<file path="src/sv/bns_pkg.sv">
`timescale 1ns / 1ps
// Package of the block noise statistics datapath: field widths and the
// stage records that pass between the scan, square and accumulate modules.
package bns_pkg;

  localparam int SAMPLE_W  = 12;  // width of a sample field on the port
  localparam int BSIZE_W   = 4;   // width of the block size register
  localparam int SSD_W     = 30;  // width of sum_sq_diff
  localparam int GRAD_W    = 33;  // width of gradient_sum
  localparam int DIFF_W    = SAMPLE_W + 1;  // signed source minus reference
  localparam int DELTA_W   = SAMPLE_W + 2;  // signed change of difference
  localparam int VSQ_W     = 2 * SAMPLE_W;  // square of |difference|
  localparam int DSQ_W     = 2 * (SAMPLE_W + 1);  // square of |change|
  localparam int GSTEP_W   = DSQ_W + 1;  // left term plus upper term

  localparam logic [BSIZE_W-1:0] BSIZE_RESET = 4'd8;

  typedef struct packed {
    logic signed [DIFF_W-1:0] diff;
    logic signed [DIFF_W-1:0] left;
    logic signed [DIFF_W-1:0] upper;
    logic                     has_left;
    logic                     has_upper;
    logic                     last;
  } bns_scan_t;

  typedef struct packed {
    logic [VSQ_W-1:0]   var_sq;
    logic [GSTEP_W-1:0] grad_sq;
    logic               last;
  } bns_energy_t;

endpackage

</file>
<file path="src/sv/bns_if.sv">
`timescale 1ns / 1ps
// Handshake channels of the block noise statistics block: sample pairs in,
// block size writes, and results out. Depends on bns_pkg for widths.
interface bns_in_if;
  logic                          valid;
  logic                          ready;
  logic [bns_pkg::SAMPLE_W-1:0]  src_sample;
  logic [bns_pkg::SAMPLE_W-1:0]  ref_sample;
  modport source (output valid, output src_sample, output ref_sample, input ready);
  modport sink   (input valid, input src_sample, input ref_sample, output ready);
endinterface

interface bns_cfg_if;
  logic                          valid;
  logic                          ready;
  logic [bns_pkg::BSIZE_W-1:0]   block_size;
  modport source (output valid, output block_size, input ready);
  modport sink   (input valid, input block_size, output ready);
endinterface

interface bns_out_if;
  logic                          valid;
  logic                          ready;
  logic [bns_pkg::SSD_W-1:0]     sum_sq_diff;
  logic [bns_pkg::GRAD_W-1:0]    gradient_sum;
  modport source (output valid, output sum_sq_diff, output gradient_sum, input ready);
  modport sink   (input valid, input sum_sq_diff, input gradient_sum, output ready);
endinterface

</file>
<file path="src/sv/bns_scan.sv">
`timescale 1ns / 1ps
// Scan stage: block size register, column/row counters, difference forming,
// left neighbor register and the one-row line memory. Depends on bns_pkg.
module bns_scan #(
  parameter int MAX_BLOCK_SIZE = 8,
  parameter int SAMPLE_BITS    = 12
) (
  input  logic                            clk_i,
  input  logic                            rst_ni,
  input  logic                            cfg_we_i,
  input  logic [bns_pkg::BSIZE_W-1:0]     cfg_size_i,
  input  logic                            advance_i,
  input  logic                            in_valid_i,
  input  logic [bns_pkg::SAMPLE_W-1:0]    src_sample_i,
  input  logic [bns_pkg::SAMPLE_W-1:0]    ref_sample_i,
  output logic                            in_ready_o,
  output logic                            valid_o,
  output bns_pkg::bns_scan_t              scan_o
);
  import bns_pkg::*;

  localparam int CW    = $clog2(MAX_BLOCK_SIZE);
  localparam int CMPW  = (CW > BSIZE_W) ? CW : BSIZE_W;
  localparam int CAP   = (MAX_BLOCK_SIZE < 15) ? MAX_BLOCK_SIZE : 15;
  localparam int USED  = (SAMPLE_BITS < SAMPLE_W) ? SAMPLE_BITS : SAMPLE_W;
  localparam logic [SAMPLE_W-1:0] SMASK = {SAMPLE_W{1'b1}} >> (SAMPLE_W - USED);

  logic [BSIZE_W-1:0]       bsize_q;
  logic [BSIZE_W-1:0]       eff_size;
  logic [CW-1:0]            col_q, row_q;
  logic                     col_last, row_last;
  logic                     accept;
  logic signed [DIFF_W-1:0] diff;
  logic signed [DIFF_W-1:0] left_q;
  logic signed [DIFF_W-1:0] line_mem [MAX_BLOCK_SIZE];
  logic signed [DIFF_W-1:0] upper_q;
  logic signed [DIFF_W-1:0] diff1_q, left1_q;
  logic                     has_left1_q, has_upper1_q, last1_q;
  logic                     valid_q;

  always_comb begin
    if (bsize_q == '0) begin
      eff_size = BSIZE_W'(1);
    end else if (bsize_q > BSIZE_W'(CAP)) begin
      eff_size = BSIZE_W'(CAP);
    end else begin
      eff_size = bsize_q;
    end
  end

  assign col_last   = (CMPW'(col_q) == CMPW'(eff_size - BSIZE_W'(1)));
  assign row_last   = (CMPW'(row_q) == CMPW'(eff_size - BSIZE_W'(1)));
  assign in_ready_o = advance_i;
  assign accept     = in_valid_i & advance_i;
  assign diff       = $signed({1'b0, src_sample_i & SMASK})
                    - $signed({1'b0, ref_sample_i & SMASK});

  always_ff @(posedge clk_i or negedge rst_ni) begin
    if (!rst_ni) begin
      bsize_q <= BSIZE_RESET;
      col_q   <= '0;
      row_q   <= '0;
      valid_q <= 1'b0;
    end else begin
      if (cfg_we_i) begin
        // a new size abandons any partial block
        bsize_q <= cfg_size_i;
        col_q   <= '0;
        row_q   <= '0;
      end else if (accept) begin
        if (col_last) begin
          col_q <= '0;
          row_q <= row_last ? '0 : row_q + CW'(1);
        end else begin
          col_q <= col_q + CW'(1);
        end
      end
      if (advance_i) begin
        valid_q <= accept;
      end
    end
  end

  // Line memory: read-first, so the same-column read returns the upper row.
  always_ff @(posedge clk_i) begin
    if (accept) begin
      upper_q         <= line_mem[col_q];
      line_mem[col_q] <= diff;
    end
  end

  always_ff @(posedge clk_i) begin
    if (accept) begin
      left_q       <= diff;
      diff1_q      <= diff;
      left1_q      <= left_q;
      has_left1_q  <= (col_q != '0);
      has_upper1_q <= (row_q != '0);
      last1_q      <= col_last & row_last;
    end
  end

  assign valid_o          = valid_q;
  assign scan_o.diff      = diff1_q;
  assign scan_o.left      = left1_q;
  assign scan_o.upper     = upper_q;
  assign scan_o.has_left  = has_left1_q;
  assign scan_o.has_upper = has_upper1_q;
  assign scan_o.last      = last1_q;

endmodule

</file>
<file path="src/sv/bns_energy.sv">
`timescale 1ns / 1ps
// Square stage: squares the difference and its changes toward the left and
// upper neighbors, registered. Depends on bns_pkg.
module bns_energy (
  input  logic                 clk_i,
  input  logic                 rst_ni,
  input  logic                 advance_i,
  input  logic                 valid_i,
  input  bns_pkg::bns_scan_t   scan_i,
  output logic                 valid_o,
  output bns_pkg::bns_energy_t energy_o
);
  import bns_pkg::*;

  logic signed [DELTA_W-1:0] dl, du;
  logic [SAMPLE_W-1:0]       mag_d;
  logic [SAMPLE_W:0]         mag_l, mag_u;
  logic [VSQ_W-1:0]          sq_d;
  logic [DSQ_W-1:0]          sq_l, sq_u;
  logic                      valid_q;
  bns_energy_t               energy_q;

  always_comb begin
    dl    = DELTA_W'(scan_i.diff) - DELTA_W'(scan_i.left);
    du    = DELTA_W'(scan_i.diff) - DELTA_W'(scan_i.upper);
    mag_d = scan_i.diff[DIFF_W-1] ? SAMPLE_W'(-scan_i.diff) : SAMPLE_W'(scan_i.diff);
    mag_l = dl[DELTA_W-1] ? (SAMPLE_W + 1)'(-dl) : (SAMPLE_W + 1)'(dl);
    mag_u = du[DELTA_W-1] ? (SAMPLE_W + 1)'(-du) : (SAMPLE_W + 1)'(du);
    sq_d  = mag_d * mag_d;
    sq_l  = scan_i.has_left  ? mag_l * mag_l : '0;
    sq_u  = scan_i.has_upper ? mag_u * mag_u : '0;
  end

  always_ff @(posedge clk_i or negedge rst_ni) begin
    if (!rst_ni) begin
      valid_q <= 1'b0;
    end else if (advance_i) begin
      valid_q <= valid_i;
    end
  end

  always_ff @(posedge clk_i) begin
    if (advance_i && valid_i) begin
      energy_q.var_sq  <= sq_d;
      energy_q.grad_sq <= GSTEP_W'(sq_l) + GSTEP_W'(sq_u);
      energy_q.last    <= scan_i.last;
    end
  end

  assign valid_o  = valid_q;
  assign energy_o = energy_q;

endmodule

</file>
<file path="src/sv/bns_accum.sv">
`timescale 1ns / 1ps
// Accumulate stage: variance and gradient sums, result register and the
// stall that holds the pipeline when a block end meets a waiting result. Uses bns_pkg.
module bns_accum (
  input  logic                         clk_i,
  input  logic                         rst_ni,
  input  logic                         cfg_we_i,
  input  logic                         valid_i,
  input  bns_pkg::bns_energy_t         energy_i,
  output logic                         advance_o,
  output logic                         res_valid_o,
  input  logic                         res_ready_i,
  output logic [bns_pkg::SSD_W-1:0]    sum_sq_diff_o,
  output logic [bns_pkg::GRAD_W-1:0]   gradient_sum_o
);
  import bns_pkg::*;

  logic [SSD_W-1:0]  var_acc_q, var_next;
  logic [GRAD_W-1:0] grad_acc_q, grad_next;
  logic              res_valid_q;
  logic [SSD_W-1:0]  ssd_q;
  logic [GRAD_W-1:0] grad_q;
  logic              fire, emit;

  // hold only when a block end would land on an untaken result
  assign advance_o = !(valid_i && energy_i.last && res_valid_q && !res_ready_i);
  assign fire      = valid_i & advance_o;
  assign emit      = fire & energy_i.last;
  assign var_next  = var_acc_q + SSD_W'(energy_i.var_sq);
  assign grad_next = grad_acc_q + GRAD_W'(energy_i.grad_sq);

  always_ff @(posedge clk_i or negedge rst_ni) begin
    if (!rst_ni) begin
      var_acc_q   <= '0;
      grad_acc_q  <= '0;
      res_valid_q <= 1'b0;
    end else begin
      if (cfg_we_i || emit) begin
        var_acc_q  <= '0;
        grad_acc_q <= '0;
      end else if (fire) begin
        var_acc_q  <= var_next;
        grad_acc_q <= grad_next;
      end
      if (emit) begin
        res_valid_q <= 1'b1;
      end else if (res_ready_i) begin
        res_valid_q <= 1'b0;
      end
    end
  end

  always_ff @(posedge clk_i) begin
    if (emit) begin
      ssd_q  <= var_next;
      grad_q <= grad_next;
    end
  end

  assign res_valid_o    = res_valid_q;
  assign sum_sq_diff_o  = ssd_q;
  assign gradient_sum_o = grad_q;

endmodule

</file>
<file path="src/sv/block_noise_statistics.sv">
`timescale 1ns / 1ps
// Block noise statistics: sum of squared source/reference differences and
// gradient energy of the difference over one square block.
//
// Channels: src_i takes one source/reference sample pair per item in raster
// order within the block. cfg_i writes the block edge length (0 acts as 1,
// values above MAX_BLOCK_SIZE saturate); a write clears the position and the
// sums. The user must see that it is issued only while no item is in flight;
// the block does not enforce this. res_o carries one result item per
// completed block: sum_sq_diff and gradient_sum. Throughput: one sample pair
// per cycle, sustained across block borders unless the stall below holds.
// Result path: scan registers, square stage register, accumulate register.
// Reset: block size 8, position and sums cleared, no result pending.
// Stall: a waiting result does not stop intake; the pipeline holds only when
// the next block end reaches the accumulator before the result is taken.
// Depends on bns_pkg, bns_if, bns_scan, bns_energy and bns_accum.
module block_noise_statistics #(
  parameter int MAX_BLOCK_SIZE = 8,
  parameter int SAMPLE_BITS    = 12
) (
  input  logic clk_i,
  input  logic rst_ni,
  bns_in_if.sink    src_i,
  bns_cfg_if.sink   cfg_i,
  bns_out_if.source res_o
);
  import bns_pkg::*;

  logic        cfg_we;
  logic        advance;
  logic        scan_valid, energy_valid;
  bns_scan_t   scan;
  bns_energy_t energy;

  assign cfg_i.ready = 1'b1;
  assign cfg_we      = cfg_i.valid;

  bns_scan #(
    .MAX_BLOCK_SIZE (MAX_BLOCK_SIZE),
    .SAMPLE_BITS    (SAMPLE_BITS)
  ) u_scan (
    .clk_i        (clk_i),
    .rst_ni       (rst_ni),
    .cfg_we_i     (cfg_we),
    .cfg_size_i   (cfg_i.block_size),
    .advance_i    (advance),
    .in_valid_i   (src_i.valid),
    .src_sample_i (src_i.src_sample),
    .ref_sample_i (src_i.ref_sample),
    .in_ready_o   (src_i.ready),
    .valid_o      (scan_valid),
    .scan_o       (scan)
  );

  bns_energy u_energy (
    .clk_i     (clk_i),
    .rst_ni    (rst_ni),
    .advance_i (advance),
    .valid_i   (scan_valid),
    .scan_i    (scan),
    .valid_o   (energy_valid),
    .energy_o  (energy)
  );

  bns_accum u_accum (
    .clk_i          (clk_i),
    .rst_ni         (rst_ni),
    .cfg_we_i       (cfg_we),
    .valid_i        (energy_valid),
    .energy_i       (energy),
    .advance_o      (advance),
    .res_valid_o    (res_o.valid),
    .res_ready_i    (res_o.ready),
    .sum_sq_diff_o  (res_o.sum_sq_diff),
    .gradient_sum_o (res_o.gradient_sum)
  );

endmodule
</file>
<file path="src/flat_wrapper.sv">
// flat-port wrapper written by rule: the top's interface ports become plain ports
module block_noise_statistics_flat import bns_pkg::*;
#(
  parameter int MAX_BLOCK_SIZE = 8,
  parameter int SAMPLE_BITS    = 12
)
  (clk_i, rst_ni, src_i_valid, src_i_src_sample, src_i_ref_sample, src_i_ready, cfg_i_valid, cfg_i_block_size, cfg_i_ready, res_o_valid, res_o_sum_sq_diff, res_o_gradient_sum, res_o_ready);
  bns_in_if src_i_i ();
  bns_cfg_if cfg_i_i ();
  bns_out_if res_o_i ();
  input  logic clk_i;
  input  logic rst_ni;
  input wire logic [$bits(src_i_i.valid)-1:0] src_i_valid;
  input wire logic [$bits(src_i_i.src_sample)-1:0] src_i_src_sample;
  input wire logic [$bits(src_i_i.ref_sample)-1:0] src_i_ref_sample;
  output wire logic [$bits(src_i_i.ready)-1:0] src_i_ready;
  input wire logic [$bits(cfg_i_i.valid)-1:0] cfg_i_valid;
  input wire logic [$bits(cfg_i_i.block_size)-1:0] cfg_i_block_size;
  output wire logic [$bits(cfg_i_i.ready)-1:0] cfg_i_ready;
  output wire logic [$bits(res_o_i.valid)-1:0] res_o_valid;
  output wire logic [$bits(res_o_i.sum_sq_diff)-1:0] res_o_sum_sq_diff;
  output wire logic [$bits(res_o_i.gradient_sum)-1:0] res_o_gradient_sum;
  input wire logic [$bits(res_o_i.ready)-1:0] res_o_ready;
  assign src_i_i.valid = src_i_valid;
  assign src_i_i.src_sample = src_i_src_sample;
  assign src_i_i.ref_sample = src_i_ref_sample;
  assign src_i_ready = src_i_i.ready;
  assign cfg_i_i.valid = cfg_i_valid;
  assign cfg_i_i.block_size = cfg_i_block_size;
  assign cfg_i_ready = cfg_i_i.ready;
  assign res_o_valid = res_o_i.valid;
  assign res_o_sum_sq_diff = res_o_i.sum_sq_diff;
  assign res_o_gradient_sum = res_o_i.gradient_sum;
  assign res_o_i.ready = res_o_ready;
  block_noise_statistics #(.MAX_BLOCK_SIZE(MAX_BLOCK_SIZE), .SAMPLE_BITS(SAMPLE_BITS)) u_core (.clk_i(clk_i), .rst_ni(rst_ni), .src_i(src_i_i), .cfg_i(cfg_i_i), .res_o(res_o_i));
endmodule
</file>
<file path="config.mk">
export PLATFORM = sky130hd
export DESIGN_NAME = block_noise_statistics_flat
export DESIGN_NICKNAME = d
export VERILOG_FILES = /design/src/sv/bns_pkg.sv /design/src/sv/bns_if.sv /design/src/sv/bns_scan.sv /design/src/sv/bns_energy.sv /design/src/sv/bns_accum.sv /design/src/sv/block_noise_statistics.sv /design/src/flat_wrapper.sv
export SDC_FILE = /design/constraint.sdc
export NUM_CORES = 1
export LEC_CHECK = 0
export BUFFER_PORTS_ARGS = -buffer_cell sky130_fd_sc_hd__buf_2
export CAP_MARGIN = 0
export CELL_PAD_IN_SITES_DETAIL_PLACEMENT = 0
export CELL_PAD_IN_SITES_GLOBAL_PLACEMENT = 1
export CORE_MARGIN = 10
export CORE_UTILIZATION = 50
export DETAILED_ROUTE_END_ITERATION = 16
export GPL_ROUTABILITY_DRIVEN = 0
export PLACE_DENSITY = 0.79
export SYNTH_ARGS = -nofsm -noshare
export SYNTH_HDL_FRONTEND = slang
export SYNTH_HIERARCHICAL = 1
export SYNTH_SLANG_ARGS = --single-unit
</file>
<file path="constraint.sdc">
create_clock -name clk_i -period 19.48 [get_ports clk_i]
set_input_delay 4.87 -clock clk_i [delete_from_list [all_inputs] [get_ports clk_i]]
set_output_delay 4.87 -clock clk_i [all_outputs]
set_load 0.02 [all_outputs]
</file>
After elaboration in Yosys (flattened, before gate mapping):

Memories as Yosys holds them, arrays and structs flattened. A register that Yosys moved wholly into a read port is not among the register bits.
Index checks and enable logic that the tools add are counted.

* flip-flop bits (word level): 220
* memory bits (writable): 104
* word-level logic and storage cells: 78
* memories kept: 1

* add/subtract/negate cells: 12
* multiply operators: 3
* $lt $le $gt $ge: 1
* equality and inequality tests: 2
* mux-type cells: 22
* bitwise gates (word level): 4
* reductions and logical operators: 15

Memory list
* u_core.u_scan.line_mem: depth 8, bits a word 13, rd ports 1, clocked after memory_dff 1, write ports 1, line bns_scan.sv:35 `logic signed [DIFF_W-1:0] line_mem [MAX_BLOCK_SIZE];`

Operators by type and width (number)
* 33-bit 2-to-1 mux: 2
* 30-bit 2-to-1 mux: 2
* 13-bit by 13-bit multiplier with 26-bit output: 2
* 26-bit 2-to-1 mux: 2
* 33-bit by 27-bit adder with 33-bit output: 1
* 30-bit by 24-bit adder with 30-bit output: 1
* 13-bit by 13-bit subtractor with 14-bit output: 2
* 26-bit by 26-bit adder with 27-bit output: 1
* 13-bit 2-to-1 mux: 2
* 13-bit negation: 2
* 12-bit by 12-bit multiplier with 24-bit output: 1
* 3-bit 2-to-1 mux: 7
* 12-bit by 12-bit subtractor with 13-bit output: 1
* 12-bit 2-to-1 mux: 1
* 12-bit negation: 1
* 3-bit by 4-bit == test with 1-bit output: 2
* 4-bit 2-to-1 mux: 2
* 2-bit nonzero test: 4
* 3-bit by 1-bit adder with 3-bit output, second input constant: 2
* 3-bit nonzero test: 2
* 1-bit bitwise AND: 4
* 4-bit greater-than comparator, second input constant: 1
* 1-bit logical AND: 4
* 4-bit zero test: 1
* 5 further kinds: 9

Logic depth before layout (Yosys ltp):

* depth after elaboration: 9
* gate-level depth with buffers: 44

Cells and area by module:

The synthesis kept the hierarchy.

By module, submodules not included
* bns_energy: times used 1, cells each 2104, area each 18122.4 um^2, sequential area each 1556.5 um^2
* bns_accum: times used 1, cells each 656, area each 7233.2 um^2, sequential area each 3493.4 um^2
* bns_scan: times used 1, cells each 430, area each 6622.6 um^2, sequential area each 4660.7 um^2
* block_noise_statistics: times used 1, cells each 2, area each 11.3 um^2, sequential area each 0.0 um^2

Least setup slack after synthesis:

Ideal clock, no wire load.

* path type: input -> output
* from: in res_o_ready
* to: out src_i_ready
* arrival time: 5386 ps
* data required time: 14610 ps
* slack: 9224 ps
* cell stages on the path: 3
* path buffers: 1
* cell sequence: nor2b_1 nand3_1 buf_4

* cells in the longest elaborated chain, start to end: 3

Ends and longest elaborated chain
* from (decl): line flat_wrapper.sv:23 `input wire logic [$bits(res_o_i.ready)-1:0] res_o_ready;`
* 1-bit zero test: line bns_accum.sv:26 `assign advance_o = !(valid_i && energy_i.last && res_valid_q && !res_ready_i);`
* 1-bit logical AND: line bns_accum.sv:26
* 1-bit zero test: line bns_accum.sv:26
* to (decl): line flat_wrapper.sv:16 `output wire logic [$bits(src_i_i.ready)-1:0] src_i_ready;`

Every way passes these cells.

Worst setup path in the final report:

* from: reg u_core.u_scan.diff1_q[0]
* to: reg u_core.u_energy.energy_q, in the netlist u_core/u_energy/energy_o[25] (data pin)

* cells in the longest elaborated chain, start to end: 6

Ends and longest elaborated chain
* from (decl): line bns_scan.sv:37 `logic signed [DIFF_W-1:0] diff1_q, left1_q;`
* from (signal assigned): line bns_scan.sv:95 `diff1_q <= diff;`
* 13-bit by 13-bit subtractor with 14-bit output (on tied branches): line bns_energy.sv:24, bns_energy.sv:25
* 13-bit negation (on tied branches): line bns_energy.sv:27, bns_energy.sv:28
* 13-bit 2-to-1 mux (on tied branches): line bns_energy.sv:27, bns_energy.sv:28
* 13-bit by 13-bit multiplier with 26-bit output (on tied branches): line bns_energy.sv:30, bns_energy.sv:31
* 26-bit 2-to-1 mux (on tied branches): line bns_energy.sv:30, bns_energy.sv:31
* 26-bit by 26-bit adder with 27-bit output (*): line bns_energy.sv:45 `energy_q.grad_sq <= GSTEP_W'(sq_l) + GSTEP_W'(sq_u);`
* to (decl): line bns_energy.sv:21 `bns_energy_t energy_q;`

Every way passes the cells marked *; elsewhere a longest branch is shown, timed or not.
A chain may end at the register's enable or synchronous reset.

==> impl_metrics.tcl <==
set metrics [dict create \
    fin_cells 4146 \
    fmax_ghz 0.0904 \
    crit_path_end_kind "register" \
    root_buffer "clkbuf_16" \
    synth_top_cells_by_area "edfxtp_1 (24%), fa_1 (17%), ha_1 (12%)" \
    initial_core_util 0.506 \
    timing.rr.end "u_core/u_energy/energy_o[25]" \
    dr.pass1.iters 6 \
    cts_resized 0 \
    tns_ns 0 \
    finalHoldViolations 0 \
    vias 22900 \
    overflow 0 \
    worstSetupStartpointType "register" \
    slowest_delay_ns 1.06 \
    met1Wirelength_mm 33.6 \
    hold_path.startpoint "u_core/u_scan/bsize_q[0]" \
    synth_top_area_frac 0.244 \
    syn-cell-area_um2 32000 \
    synthArstFlopShare 0.226 \
    routed.top_layer "met4" \
    via_per_inst 5.53 \
    grt_pass1_vias 23200 \
    wl_per_cell_um 18.0 \
    cp_max_fo 14 \
    cp.required_ns 19.93 \
    whs_path_depth 1 \
    synth_edf_count 260 \
    core_area_um2 63200 \
    route.met3.wl_mm 3.76 \
    rows 92 \
    synthFlopType "edfxtp_1" \
    clk_pin_slew_ns 0.08 \
    cts_tree "built" \
    drv_cap 0 \
    clock_latency_ns 0.57 \
    portBuffers 97 \
    holdCritPathClass "reg2reg" \
    r2r_cells 35 \
    fill_cells 5549 \
    min_period_ns 11.06 \
    syn_avg_cell_area_um2 10.0 \
    grt_pass1_wl_mm 122 \
    finalMaxSlewViolations 0 \
    die_w_um 273 \
    grt_max_degree 59 \
    skew_ns 0.0346 \
    cpMaxStageDelayCell "xnor2_1" \
    cp.arrival_ns 11.50 \
    grtUsageTotal 0.200 \
    synth_cell_types 105 \
    fin_util 0.549 \
    relSlewSlack 0.0721 \
    ys_top_cells_by_count "inv_1 (503), ha_1 (308), nor2_1 (303)" \
    reg2reg_from "u_core/u_scan/diff1_q[0]" \
    final_layout_size_suffix_gt1_frac 0.0888 \
    setup_violations 0 \
    io_pins 99 \
    r2r_slack_ns 8.42 \
    cts.sinks 336 \
    synth_top_area_cell "edfxtp_1" \
    worst-slew-pin-transition_ns 1.38 \
    fin_nets 3887 \
    holdPathEnd "u_core/u_scan/bsize_q[0]" \
    die_y_um 273 \
    post-dp-hpwl_mm 59.2 \
    status "completed" \
    finalWirelength_mm 74.7 \
    antenna_left 0 \
    htree_num_levels 2 \
    period_share 0.568 \
    antenna_found_initial 0 \
    fin_ws_ns 8.42 \
    ctsHoldBuffers 0 \
    wl_met2_mm 35.7 \
    postSynthNetCount 3811 \
    cp-startpoint "u_core/u_scan/diff1_q[0]" \
    place_inst 4072 \
    cts_inserted_buffers 40 \
    ys_seq_area_frac 0.304 \
    first_iter_violations 1516 \
    synth_seq_cells 336 \
    die-area_um2 74500 \
    yosysMostFrequentCell "inv_1" \
    synthCells 3192 \
    path_class "reg2reg" \
    seqCellArea_um2 9710 \
    pre_cts_ws_ns 8.54 \
    drc_errors 0 \
    multi_input_area_um2 20000 \
    num_antenna_cells 0 \
    rsz0062_at_grt "false" \
    postCtsSetupBuffers 0 \
    synth_warnings 6 \
    clockBufferDepth 3 \
    area_growth_pct 8.46 \
]
==> critical path, delay by kind of cell (launching register included) <==
family          cells  cell delay, ns
buf+inv             5            0.52
simple gates        6            1.60
mux                 1            0.22
compound gates     14            3.47
fa+ha+maj           8            3.60
flops               1            0.50
xor+xnor            1            1.06
==> routing by layer <==
layer,vias to the layer above,GRT usage
met4,0,0.0465
met1,11300,0.267
met2,546,0.338
met5,-,0
met3,100,0.0305
li1,11000,-
==> worst max path at each step <==
stage	to	slack, ns
floorplan	src_i_ready	9.22
global placement	u_core/u_energy/energy_o[25]	8.82
detailed placement	u_core/u_energy/energy_o[25]	8.54
CTS	u_core/u_energy/energy_o[25]	8.53
global route	u_core/u_energy/energy_o[25]	7.70
finish	u_core/u_energy/energy_o[25]	8.42
==> metrics by stage <==
step                hold slack, ns  area, um2
global route                 0.523      34700
detailed placement           0.487      33400
CTS                          0.500      34700
finish                       0.497      34700
global placement             0.475      33400
floorplan                    0.453      32000
==> cells in the final DEF (no fill, tap or decap), types with 28 or more instances in the layout <==
cell type and instances:
o21ai_0 82, o21a_1 37, a22o_1 49, a21oi_1 126, nor2b_1 36, clkbuf_16 41
fa_1 278, dfrtp_1 75, nand2b_1 53, ha_1 308, edfxtp_1 260, nand2_1 182
nor2_1 299, buf_2 96, or2_2 32, xnor2_1 112, inv_1 503, xor2_1 66
and2_1 28, nand3_1 45, a21o_1 72, nor3_1 45
==> registers in the layout, summed over array words and instances, names as in the netlist <==
register,count
u_core/u_accum/grad_acc_q,33
u_core/u_accum/gradient_sum_o,33
u_core/u_accum/res_valid_o,1
u_core/u_accum/sum_sq_diff_o,30
u_core/u_accum/var_acc_q,30
u_core/u_energy/energy_o,51
u_core/u_energy/valid_o,1
u_core/u_scan/bsize_q,4
u_core/u_scan/col_q,3
u_core/u_scan/diff1_q,13
u_core/u_scan/has_left1_q,1
u_core/u_scan/has_upper1_q,1
u_core/u_scan/last1_q,1
u_core/u_scan/left1_q,13
u_core/u_scan/line_mem,104
u_core/u_scan/row_q,3
u_core/u_scan/upper_q,13
u_core/u_scan/valid_o,1
==> final cells by class <==
cell class | instances | area share
clock inverter | 22 | 0.00689
multi-input combinational | 2252 | 0.576
clock buffer | 52 | 0.0316
sequential | 336 | 0.280
inverter | 519 | 0.0561
tap | 846 | 0.0305
timing repair buffer | 119 | 0.0188
==> kinds of logic after synthesis <==
| group | Yosys count | synth area share |
|---|---|---|
| AO/OA/AOI/OAI | 602 | 0.133 |
| flip-flops | 336 | 0.304 |
| adder cells (fa/ha/maj) | 586 | 0.294 |
| other | 2 | 0.000235 |
| buffers and inverters | 604 | 0.0726 |
| multiplexers | 45 | 0.0187 |
| XOR/XNOR | 185 | 0.0527 |
| AND/OR/NAND/NOR | 832 | 0.125 |
Power is not shown: default switching activity piles up to over one toggle a cycle in this logic, so the estimate is an artifact.
